### config.mk
export PLATFORM = sky130hd
export DESIGN_NAME = hlr_area_unit
export DESIGN_NICKNAME = d
export VERILOG_FILES = /design/src/rtl/hlr_pkg.sv /design/src/rtl/hlr_area_unit.sv
export SDC_FILE = /design/constraint.sdc
export NUM_CORES = 1
export LEC_CHECK = 0
export ABC_AREA = 1
export BUFFER_PORTS_ARGS = -buffer_cell sky130_fd_sc_hd__buf_2
export CORE_MARGIN = 8
export CORE_UTILIZATION = 45
export CTS_CLUSTER_SIZE = 25
export DETAILED_ROUTE_END_ITERATION = 10
export GPL_TIMING_DRIVEN = 0
export HOLD_SLACK_MARGIN = 0.02
export SETUP_SLACK_MARGIN = 0.4
export SYNTH_ARGS = -nofsm -noshare
export SYNTH_HDL_FRONTEND = slang
export SYNTH_SLANG_ARGS = --single-unit
### constraint.sdc
create_clock -name i_clk -period 6.2 [get_ports i_clk]
set_input_delay 0.31 -clock i_clk [delete_from_list [all_inputs] [get_ports i_clk]]
set_output_delay 0.31 -clock i_clk [all_outputs]
set_load 0.1 [all_outputs]
### src/rtl/hlr_pkg.sv
package hlr_pkg;

    localparam int MAX_BARS_D    = 1024;
    localparam int HEIGHT_BITS_D = 16;
    localparam int IN_H_W        = 16;
    localparam int AREA_W        = 26;

    typedef struct packed {
        logic [IN_H_W-1:0] bar_height;
        logic              last_bar;
    } t_in_item;

    typedef struct packed {
        logic [AREA_W-1:0] max_area;
        logic              overflowed;
    } t_out_item;

    // Command from the sequencer to the multiply-compare unit
    typedef struct packed {
        logic start;
        logic clear;
    } t_mac_ctrl;

endpackage

### src/rtl/hlr_area_unit.sv
module hlr_area_unit #(
    parameter int HEIGHT_BITS = hlr_pkg::HEIGHT_BITS_D,
    parameter int WIDTH_BITS  = 11
) (
    input  logic                                    i_clk,
    input  logic                                    i_rst_n,
    input  hlr_pkg::t_mac_ctrl                      i_ctrl,
    input  logic [HEIGHT_BITS-1:0]                  i_height,
    input  logic [WIDTH_BITS-1:0]                   i_width,
    output logic [HEIGHT_BITS+WIDTH_BITS-1:0]       o_best
);
    import hlr_pkg::*;

    localparam int PW = HEIGHT_BITS + WIDTH_BITS;

    logic [PW-1:0] r_prod;
    logic          r_prod_vld;
    logic [PW-1:0] r_best;

    // Registered multiply, then compare against the running maximum in the next cycle
    always_ff @(posedge i_clk) begin
        if (!i_rst_n) begin
            r_prod_vld <= 1'b0;
            r_best     <= '0;
        end else begin
            r_prod_vld <= i_ctrl.start;
            if (i_ctrl.clear) begin
                r_best <= '0;
            end else if (r_prod_vld && r_prod > r_best) begin
                r_best <= r_prod;
            end
        end
        r_prod <= PW'(i_height) * PW'(i_width);
    end

    assign o_best = r_best;

endmodule

==> impl_metrics.yaml, run 1 <==
place:
  place_congestion: 0.881
  io_buffers: 46
  post_dp_hpwl_um: 16800
floorplanning:
  floorplan.die.height_um: 155
  area_inside_the_core_boundary_um2: 18800
  pin_count: 58
  die_width_um: 155
  start_util: 0.460
  rows: 50
  dieArea_um2: 24000
sta:
  timing.slew.headroom: 0.564
  rsz_0062_raised_after_global_routing: "no"
  slew_viol_final: 0
  tightestPinTransition_ns: 0.655
  report.final.hold_viol_count: 0
  fin_crit_ns: 5.21
  setup-violations-final: 0
  timing.final.crit_share: 0.840
  worst_clock_skew_ns: 0.00573
  achievable_frequency_ghz: 0.192
  setup_tns_ns: 0
  fin_worst_hold_slack_ns: 0.202
pwr:
  p_int_mw: 2.09
  pwr-share-seq: 0.124
  power.share.combinational: 0.807
  power.leakage_nw: 5.43
  switchingPower_mw: 2.50
  switching_share: 0.545
  peakVddDrop_mv: 0.244
  total_power_per_unit_cell_area_nw_per_um2: 488
  clock_power_share: 0.069
yosys:
  synth.distinct_cells: 36
  synthesized_netlist_net_count: 1429
  ys_ff_latch: 55
  post_synth_inst_count: 1181
  synth_largest_type_area_fraction: 0.289
  netlist.top_cell.by_area: "sky130_fd_sc_hd__fa_1"
  synthesis.area_per_instance_um2: 7.34
  ys.warnings.count: 0
  synth_area_leaders: "sky130_fd_sc_hd__fa_1 29%, sky130_fd_sc_hd__inv_1 14%, sky130_fd_sc_hd__ha_1 13%, sky130_fd_sc_hd__nand2_1 13%, sky130_fd_sc_hd__dfxtp_1 13%"
  synth_area_um2: 8670
  synth_seq_area_share: 0.127
clocking:
  post_cts.resized_instances: 0
  clkTransAtPathRegs_ns: 0.07
  numClockSinks: 55
  tritoncts: "yes"
  cts_root_buffer: "sky130_fd_sc_hd__clkbuf_16"
  cts_inserted_buffers: 5
  cts.htree.levels: 2
  clockBufferDepth: 2
  postCtsHoldBufs: 0
  cts.repair_timing.setup_buffer_count: 0
  clock_latency_ns: 0.29
run_status:
  status: "finished clean"
setup_path:
  cp_top_family: "adder cells"
  worstPathArrival_ns: 5.39
  timing.critical_path.buf_inv: 5
  cp-end-kind: "flip-flop"
  critical-path-slowest-cell: "sky130_fd_sc_hd__fa_1"
  startpoint_type: "primary input"
  critical_path.max_fanout: 10
  path_cells: "clkbuf_1, clkbuf_1, nand2_1, fa_1, inv_1, fa_1, fa_1, fa_1, inv_1, fa_1, inv_1, ha_1, a21oi_1, o21ai_0, a21oi_1, o21ai_1, nand2_1, nand2_1, nand2_1, nand2_1"
  critPathMaxStageDelay_ns: 0.57
  worstPathRequired_ns: 6.38
  worstSetupPathType: "primary input to flip-flop"
route:
  met3_length_um: 972
  drtAntennaViolNets: 0
  dr_total_vias: 6839
  met2_wirelength_um: 8750
  vias_per_cell: 4.57
  avg_wl_per_cell_um: 13.0
  routedLengthMet1_um: 9350
  drt_first_iter_violations: 323
  drt_pass_1_iters: 4
  top_layer: "met4"
  drt_drc_violations_left: 0
  postRouteWirelength_um: 19400
global_route:
  grt_remaining_overflow: 0
  antenna_violations_before_repair: 0
  grt_start_max_net_pins: 17
  first_pass_grt_wire_length_um: 34100
  grt_util_all_layers: 0.172
  grt_pass1_vias: 7083
final_layout:
  antenna_cells_inserted: 0
  synthToLayoutAreaGrowth_pct: 8.42
  post_route_cells_drive_above_1_share: 0.0713
  finish.net_count: 1482
flow_run:
  number_of_max_cap_violations: 0
worst_hold_path:
  timing.hold.worst.class: "primary input to flip-flop"
cells by family after synthesis:
kind of cell / after synthesis / synth area share
adders and majority gates: 217 / 0.422
and+or+nand+nor: 429 / 0.202
DFF: 55 / 0.127
xor gates and xnor gates: 17 / 0.0172
AOI/OAI and AO/OA: 87 / 0.0598
buffers and inverters: 376 / 0.173
tightest hold or removal path, cell delays in order:
cell and delay, ns:
sky130_fd_sc_hd__buf_2 0.08, sky130_fd_sc_hd__nand2_1 0.04, sky130_fd_sc_hd__inv_1 0.04
placed cells by master, fill, tap and decap left out, types with 8 or more instances in the layout:
cell type                  count
sky130_fd_sc_hd__inv_1       323
sky130_fd_sc_hd__nand2_1     303
sky130_fd_sc_hd__fa_1        125
sky130_fd_sc_hd__ha_1         92
sky130_fd_sc_hd__nor2_1       57
sky130_fd_sc_hd__dfxtp_1      55
sky130_fd_sc_hd__a21oi_1      50
sky130_fd_sc_hd__buf_2        47
sky130_fd_sc_hd__nand3_1      42
sky130_fd_sc_hd__clkbuf_1     38
sky130_fd_sc_hd__nand4_1      12
sky130_fd_sc_hd__o21ai_0       9
sky130_fd_sc_hd__xor2_1        9
sky130_fd_sc_hd__a21oi_2       9
sky130_fd_sc_hd__buf_6         9
sky130_fd_sc_hd__xnor2_1       8
power by group through the flow:
stage | Sequential, mW | Clock, mW | Combinational [mW]
floorplan | 0.699 | 0 | 2.82
global placement | 0.576 | 0 | 3.69
detailed placement | 0.577 | 0 | 3.72
CTS | 0.569 | 0.329 | 3.74
global route | 0.585 | 0.343 | 4.29
finish | 0.568 | 0.318 | 3.70
path summary, 6_finish.rpt:
check / startpoint / to / slack, ns / cells past startpoint
max: i_width[5] / r_prod[24] / 0.99 / 20
min: i_ctrl[1] / r_prod_vld / 0.20 / 3
max reg2reg: o_best[26] / o_best[24] / 4.26 / 9
min reg2reg: o_best[2] / o_best[2] / 0.51 / 2
flip-flops by register name, summed over array words and instances, names as in the netlist:
name        flops
r_prod         27
r_prod_vld      1
o_best         27
through the flow:
stage	power (mW)	setup slack (ns)	instance area [um^2]	cells	utilization
final	4.59	0.994	9400	1495	0.499
after global routing	5.22	0.625	9400	1495	0.499
after CTS	4.64	0.986	9400	1495	0.499
after detailed placement	4.29	0.694	9220	1487	0.490
after global placement	4.26	0.720	9220	1487	0.490
after floorplan	3.51	1.47	8670	1181	-
metal layers:
metal | up-vias | global-route usage
met4 | 0 | 0.0355
met3 | 20 | 0.0228
met1 | 3125 | 0.229
li1 | 3552 | -
met5 | - | 0
met2 | 142 | 0.294
Yosys cell counts, drive strengths merged:
cell	number
inv	326
nand2	305
fa	125
ha	92
a21oi	60
nor2	60
dfxtp	55
nand3	45
clkbuf	38
o21ai	13
buf	12
nand4	12
xor2	9
xnor2	8
a21o	5
nor3	3
o21a	3
o21bai	3
a21boi	2
nor4	2
a31oi	1
nand3b	1
or2	1
final cells by class:
cell class                 count  area (um^2)
buffer                        50          272
clock buffer                   6          139
clock inverter                 2         35.0
fill                        1906         9440
inverter                     326         1220
multi-input combinational    750         6070
sequential                    55         1100
tap                          260          325
timing repair buffer          46          230
Power figures use the tool's default switching activity.
==> run 2, diff against run 1 <==
clock period = 4.55 ns   (was 6.2 ns; I/O delays follow)
==> impl_metrics.yaml, run 2 (synthesized netlist as in run 1, its figures left out) <==
setup_path:
  cp-end-kind: "flip-flop"
  worstPathRequired_ns: 4.73
  reg2reg_slack_ns: 2.62
  worst_path_most_repeated_cell: "sky130_fd_sc_hd__fa_1"
  critical-path-slowest-cell: "sky130_fd_sc_hd__fa_1"
  path_cells: "clkbuf_16, clkbuf_16, buf_8, nand2_1, inv_1, fa_1, fa_1, fa_2, fa_1, inv_2, fa_1, inv_2, ha_4, nand2_4, nor2_4, nand4_1, o21ai_4, nand2_1, nand3_1, nand2_1"
  reg2reg_from: "o_best[5]"
  critical_path.max_fanout: 7
  worstPathArrival_ns: 4.38
  timing.rr.end: "o_best[25]"
  startpoint_type: "primary input"
  worstSetupPathType: "primary input to flip-flop"
  critPathMaxStageDelay_ns: 0.51
  worstRegToRegCells: 11
clocking:
  numClockSinks: 55
  cts_inserted_buffers: 5
  clock_latency_ns: 0.29
  clkTransAtPathRegs_ns: 0.07
  cts.htree.levels: 2
  postCtsHoldBufs: 0
  clockBufferDepth: 2
  cts_root_buffer: "sky130_fd_sc_hd__clkbuf_16"
  tritoncts: "yes"
final_layout:
  antenna_cells_inserted: 0
  design_area_um2: 11000
  post_route_cells_drive_above_1_share: 0.243
  synthToLayoutAreaGrowth_pct: 27.4
  layout.cells.most_common: "sky130_fd_sc_hd__inv_1"
  layout_common_cells: "296 x sky130_fd_sc_hd__inv_1, 268 x sky130_fd_sc_hd__nand2_1, 108 x sky130_fd_sc_hd__fa_1"
  filler_cell_count: 1752
  finish.net_count: 1537
place:
  placement.setup.worst_slack_ns: -0.237
  post_dp_hpwl_um: 17100
  io_buffers: 46
  placement.cell_area_um2: 9620
  place_congestion: 0.845
global_route:
  grt_start_max_net_pins: 17
  first_pass_grt_wire_length_um: 35300
  grt_remaining_overflow: 0
  grt_pass1_vias: 7350
  grt_util_all_layers: 0.180
  antenna_violations_before_repair: 0
sta:
  rsz_0062_raised_after_global_routing: "yes"
  tightestPinTransition_ns: 0.568
  setup-violations-final: 0
  timing.slew.headroom: 0.621
  achievable_frequency_ghz: 0.238
  report.final.hold_viol_count: 0
  slew_viol_final: 0
  fin_crit_ns: 4.20
  worst_clock_skew_ns: 0.00683
  timing.final.crit_share: 0.922
  timing.final.ws_setup_ns: 0.353
pwr:
  peakVddDrop_mv: 0.496
  power.total_mw: 8.66
  total_power_per_unit_cell_area_nw_per_um2: 784
  power.leakage_nw: 6.09
floorplanning:
  pin_count: 58
  floorplan.die.height_um: 155
  area_inside_the_core_boundary_um2: 18800
  dieArea_um2: 24000
  die_width_um: 155
  rows: 50
  start_util: 0.460
worst_hold_path:
  min_from: "i_ctrl[1]"
  timing.hold.worst.class: "primary input to flip-flop"
  hold_depth: 3
  hold_path_end: "r_prod_vld"
route:
  drtAntennaViolNets: 0
  avg_wl_per_cell_um: 13.8
  drt_drc_violations_left: 0
  vias_per_cell: 4.65
  drt_first_iter_violations: 306
  drt_pass_1_iters: 4
  dr_total_vias: 7208
  postRouteWirelength_um: 21500
run_status:
  status: "finished clean"
flow_run:
  number_of_max_cap_violations: 0
==> run 2: metal layers <==
metal | GRT usage | up-vias | share of wire
li1 | - | 3667 | -
met1 | 0.234 | 3357 | 0.46
met2 | 0.309 | 151 | 0.47
met3 | 0.0223 | 33 | 0.044
met4 | 0.0509 | 0 | 0.021
met5 | 0 | - | 0
==> run 2: area by class of cell <==
type                    instances  area, um^2  area share
repair buffers                101         764      0.0692
inverters                     326        1220       0.111
clock inverters                 2        35.0     0.00317
plain buffers                  50         751      0.0680
well taps                     260         325      0.0295
multi-input cells             750        6710       0.607
flip-flops and latches         55        1100      0.0997
clock buffers                   6         139      0.0126
==> run 2: how the worst max path moves through the flow <==
| stage | start | endpoint | slack, ns | cells after the start |
|---|---|---|---|---|
| 2_1_floorplan | i_width[10] | r_prod[21] | 0.36 | 20 |
| 3_3_place_gp | i_height[3] | r_prod[23] | -0.26 | 19 |
| 3_5_place_dp | i_height[3] | r_prod[23] | -0.24 | 19 |
| 4_1_cts | i_height[11] | r_prod[23] | 0.38 | 21 |
| 5_1_grt | i_height[12] | r_prod[25] | 0.17 | 20 |
| 6_report | i_width[5] | r_prod[25] | 0.35 | 20 |
==> run 2: repair_timing <==
item / CTS / global route
resized for setup: 91 / 124
buffers inserted: 22 / 29
gates cloned: 1 / 3
endpoints found under the setup margin: 19 / 17
pin swaps: 41 / 54
==> run 2: stage by stage <==
stage               utilization  TNS (ns)  hold WS (ns)  instances
finish                    0.587         0         0.117       1550
global placement          0.511     -2.60         0.418       1487
floorplan                     -         0         0.321       1181
global route              0.587         0         0.130       1550
CTS                       0.552         0         0.111       1518
detailed placement        0.511     -2.56         0.415       1487
==> run 2: power breakdown <==
part           internal (mW)  leakage (nW)  total [mW]  switching, mW
clock network          0.273        0.0868       0.436          0.162
logic                   3.22          5.55        7.45           4.23
registers              0.681         0.455       0.771         0.0899
total                   4.18          6.09        8.66           4.48
==> run 2: worst max-delay path, delay by kind of cell <==
kind | cells | cell delay, ns
adders and majority gates | 6 | 2.72
and+or+nand+nor | 7 | 0.65
buffers and inverters | 6 | 0.57
AOI/OAI and AO/OA | 1 | 0.21
==> run 3, diff against run 2 <==
CORE_UTILIZATION = 31   (was 45)
PLACE_DENSITY_LB_ADDON = 0.12   (was default)
REMOVE_ABC_BUFFERS = 1   (was default)
==> impl_metrics.yaml, run 3 (synthesized netlist as in run 1, its figures left out) <==
run_status:
  status: "finished clean"
setup_path:
  worstSetupPathType: "primary input to flip-flop"
  cp-end-kind: "flip-flop"
  worstPathArrival_ns: 4.30
  worst_path_most_repeated_cell: "sky130_fd_sc_hd__fa_1"
  critPathMaxStageDelay_ns: 0.54
  path_cells: "buf_16, nand2_1, fa_1, fa_1, inv_1, fa_1, fa_1, inv_1, fa_1, inv_2, ha_4, a21oi_4, buf_4, buf_4, o21ai_1, nand3_1, nand3_1, nand2_1"
  critical_path.max_fanout: 16
  startpoint_type: "primary input"
  worstRegToRegCells: 11
  worstPathRequired_ns: 4.74
  critical-path-slowest-cell: "sky130_fd_sc_hd__fa_1"
clocking:
  cts_root_buffer: "sky130_fd_sc_hd__clkbuf_16"
  clockBufferDepth: 2
  cts_inserted_buffers: 5
  tritoncts: "yes"
  cts.htree.levels: 2
  clkTransAtPathRegs_ns: 0.07
  clock_latency_ns: 0.30
  numClockSinks: 55
floorplanning:
  floorplan.die.height_um: 183
  start_util: 0.314
  die_width_um: 183
  rows: 61
  dieArea_um2: 33600
  area_inside_the_core_boundary_um2: 27600
  pin_count: 58
global_route:
  grt_remaining_overflow: 0
  grt_start_max_net_pins: 55
  grt_util_all_layers: 0.128
  grt_pass1_vias: 7067
  antenna_violations_before_repair: 0
  first_pass_grt_wire_length_um: 35500
route:
  postRouteWirelength_um: 21300
  vias_per_cell: 4.25
  drt_first_iter_violations: 269
  drt_pass_1_iters: 4
  drtAntennaViolNets: 0
  avg_wl_per_cell_um: 13.3
  drt_drc_violations_left: 0
  dr_total_vias: 6807
place:
  place_congestion: 0.776
  post_dp_hpwl_um: 16900
  placement.cell_area_um2: 9170
  placed_cells_incl_taps: 1567
  io_buffers: 57
final_layout:
  layout.cells.most_common: "sky130_fd_sc_hd__inv_1"
  antenna_cells_inserted: 0
  layout_common_cells: "314 x sky130_fd_sc_hd__inv_1, 285 x sky130_fd_sc_hd__nand2_1, 118 x sky130_fd_sc_hd__fa_1"
  filler_cell_count: 3038
  post_route_cells_drive_above_1_share: 0.154
  finish.cell_count_without_fillers: 1602
  design_area_um2: 10200
  synthToLayoutAreaGrowth_pct: 17.6
  finish.net_count: 1471
pwr:
  total_power_per_unit_cell_area_nw_per_um2: 768
  power.total_mw: 7.82
  power.leakage_nw: 5.63
  peakVddDrop_mv: 0.493
worst_hold_path:
  hold_depth: 3
  timing.hold.worst.class: "primary input to flip-flop"
sta:
  achievable_frequency_ghz: 0.243
  fin_crit_ns: 4.11
  worst_clock_skew_ns: 0.00529
  fin_worst_hold_slack_ns: 0.119
  report.final.hold_viol_count: 0
  setup_tns_ns: 0
  timing.final.crit_share: 0.904
  timing.slew.headroom: 0.164
  setup-violations-final: 0
  tightestPinTransition_ns: 1.25
  rsz_0062_raised_after_global_routing: "yes"
  slew_viol_final: 0
flow_run:
  number_of_max_cap_violations: 0
## run 3: cell types whose count changed in the layout (fill, tap and decap cells not counted), moves of 6 or more
cell and delta:
sky130_fd_sc_hd__buf_8 -6, sky130_fd_sc_hd__buf_6 -9, sky130_fd_sc_hd__fa_2 -10, sky130_fd_sc_hd__nand2_4 -11, sky130_fd_sc_hd__inv_2 -18, sky130_fd_sc_hd__nand2_2 -6, sky130_fd_sc_hd__inv_1 +18, sky130_fd_sc_hd__buf_2 -9
sky130_fd_sc_hd__clkbuf_8 -10, sky130_fd_sc_hd__nand2_1 +17, sky130_fd_sc_hd__fa_1 +10, sky130_fd_sc_hd__clkbuf_16 -10, sky130_fd_sc_hd__buf_4 -23
## run 3: repair_timing
action	in CTS	in global routing
hold buffers	0	0
setup endpoints to repair	17	16
setup buffers	8	17
pin swaps	14	37
gates cloned	0	2
gates resized for setup	74	93
## run 3: final timing paths
| kind | startpoint | to | slack (ns) |
|---|---|---|---|
| hold reg to reg | o_best[24] | o_best[24] | 0.51 |
| setup reg to reg | o_best[20] | o_best[7] | 2.29 |
| setup / recovery | i_width[2] | r_prod[19] | 0.44 |
| hold / removal | i_ctrl[1] | r_prod_vld | 0.12 |
## run 3: area by class of cell
cell class / count / area, um^2 / share of cell area
inverters: 326 / 1220 / 0.120
multi-input cells: 750 / 6440 / 0.632
repair buffers: 85 / 807 / 0.0792
clock buffers: 5 / 125 / 0.0123
flip-flops and latches: 55 / 1100 / 0.108
well taps: 378 / 473 / 0.0464
clock inverters: 3 / 22.5 / 0.00221
## run 3: per-layer routing
layer,global-route usage,part of all wire,vias to the layer above
li1,-,-,3526
met1,0.181,0.51,3155
met2,0.209,0.44,103
met3,0.0131,0.032,23
met4,0.0264,0.017,0
met5,0,0,-
## run 3: report_power, final
part | total, mW | internal, mW | leakage [nW] | switching (mW)
combinational | 6.65 | 2.77 | 5.10 | 3.88
clock | 0.388 | 0.207 | 0.0746 | 0.181
sequential | 0.781 | 0.681 | 0.455 | 0.101
## run 3: metrics by stage
stage	util	setup slack, ns
2_1_floorplan	-	0.428
3_3_place_gp	0.331	-0.353
3_5_place_dp	0.332	-0.400
4_1_cts	0.350	0.382
5_1_grt	0.369	0.258
6_report	0.369	0.438
## run 3: critical path, delay by kind of cell
kind / cells / cell delay (ns)
AO/OA/AOI/OAI: 2 / 0.23
adder cells (fa/ha/maj): 6 / 2.90
buffers and inverters: 6 / 0.57
AND/OR/NAND/NOR: 4 / 0.38
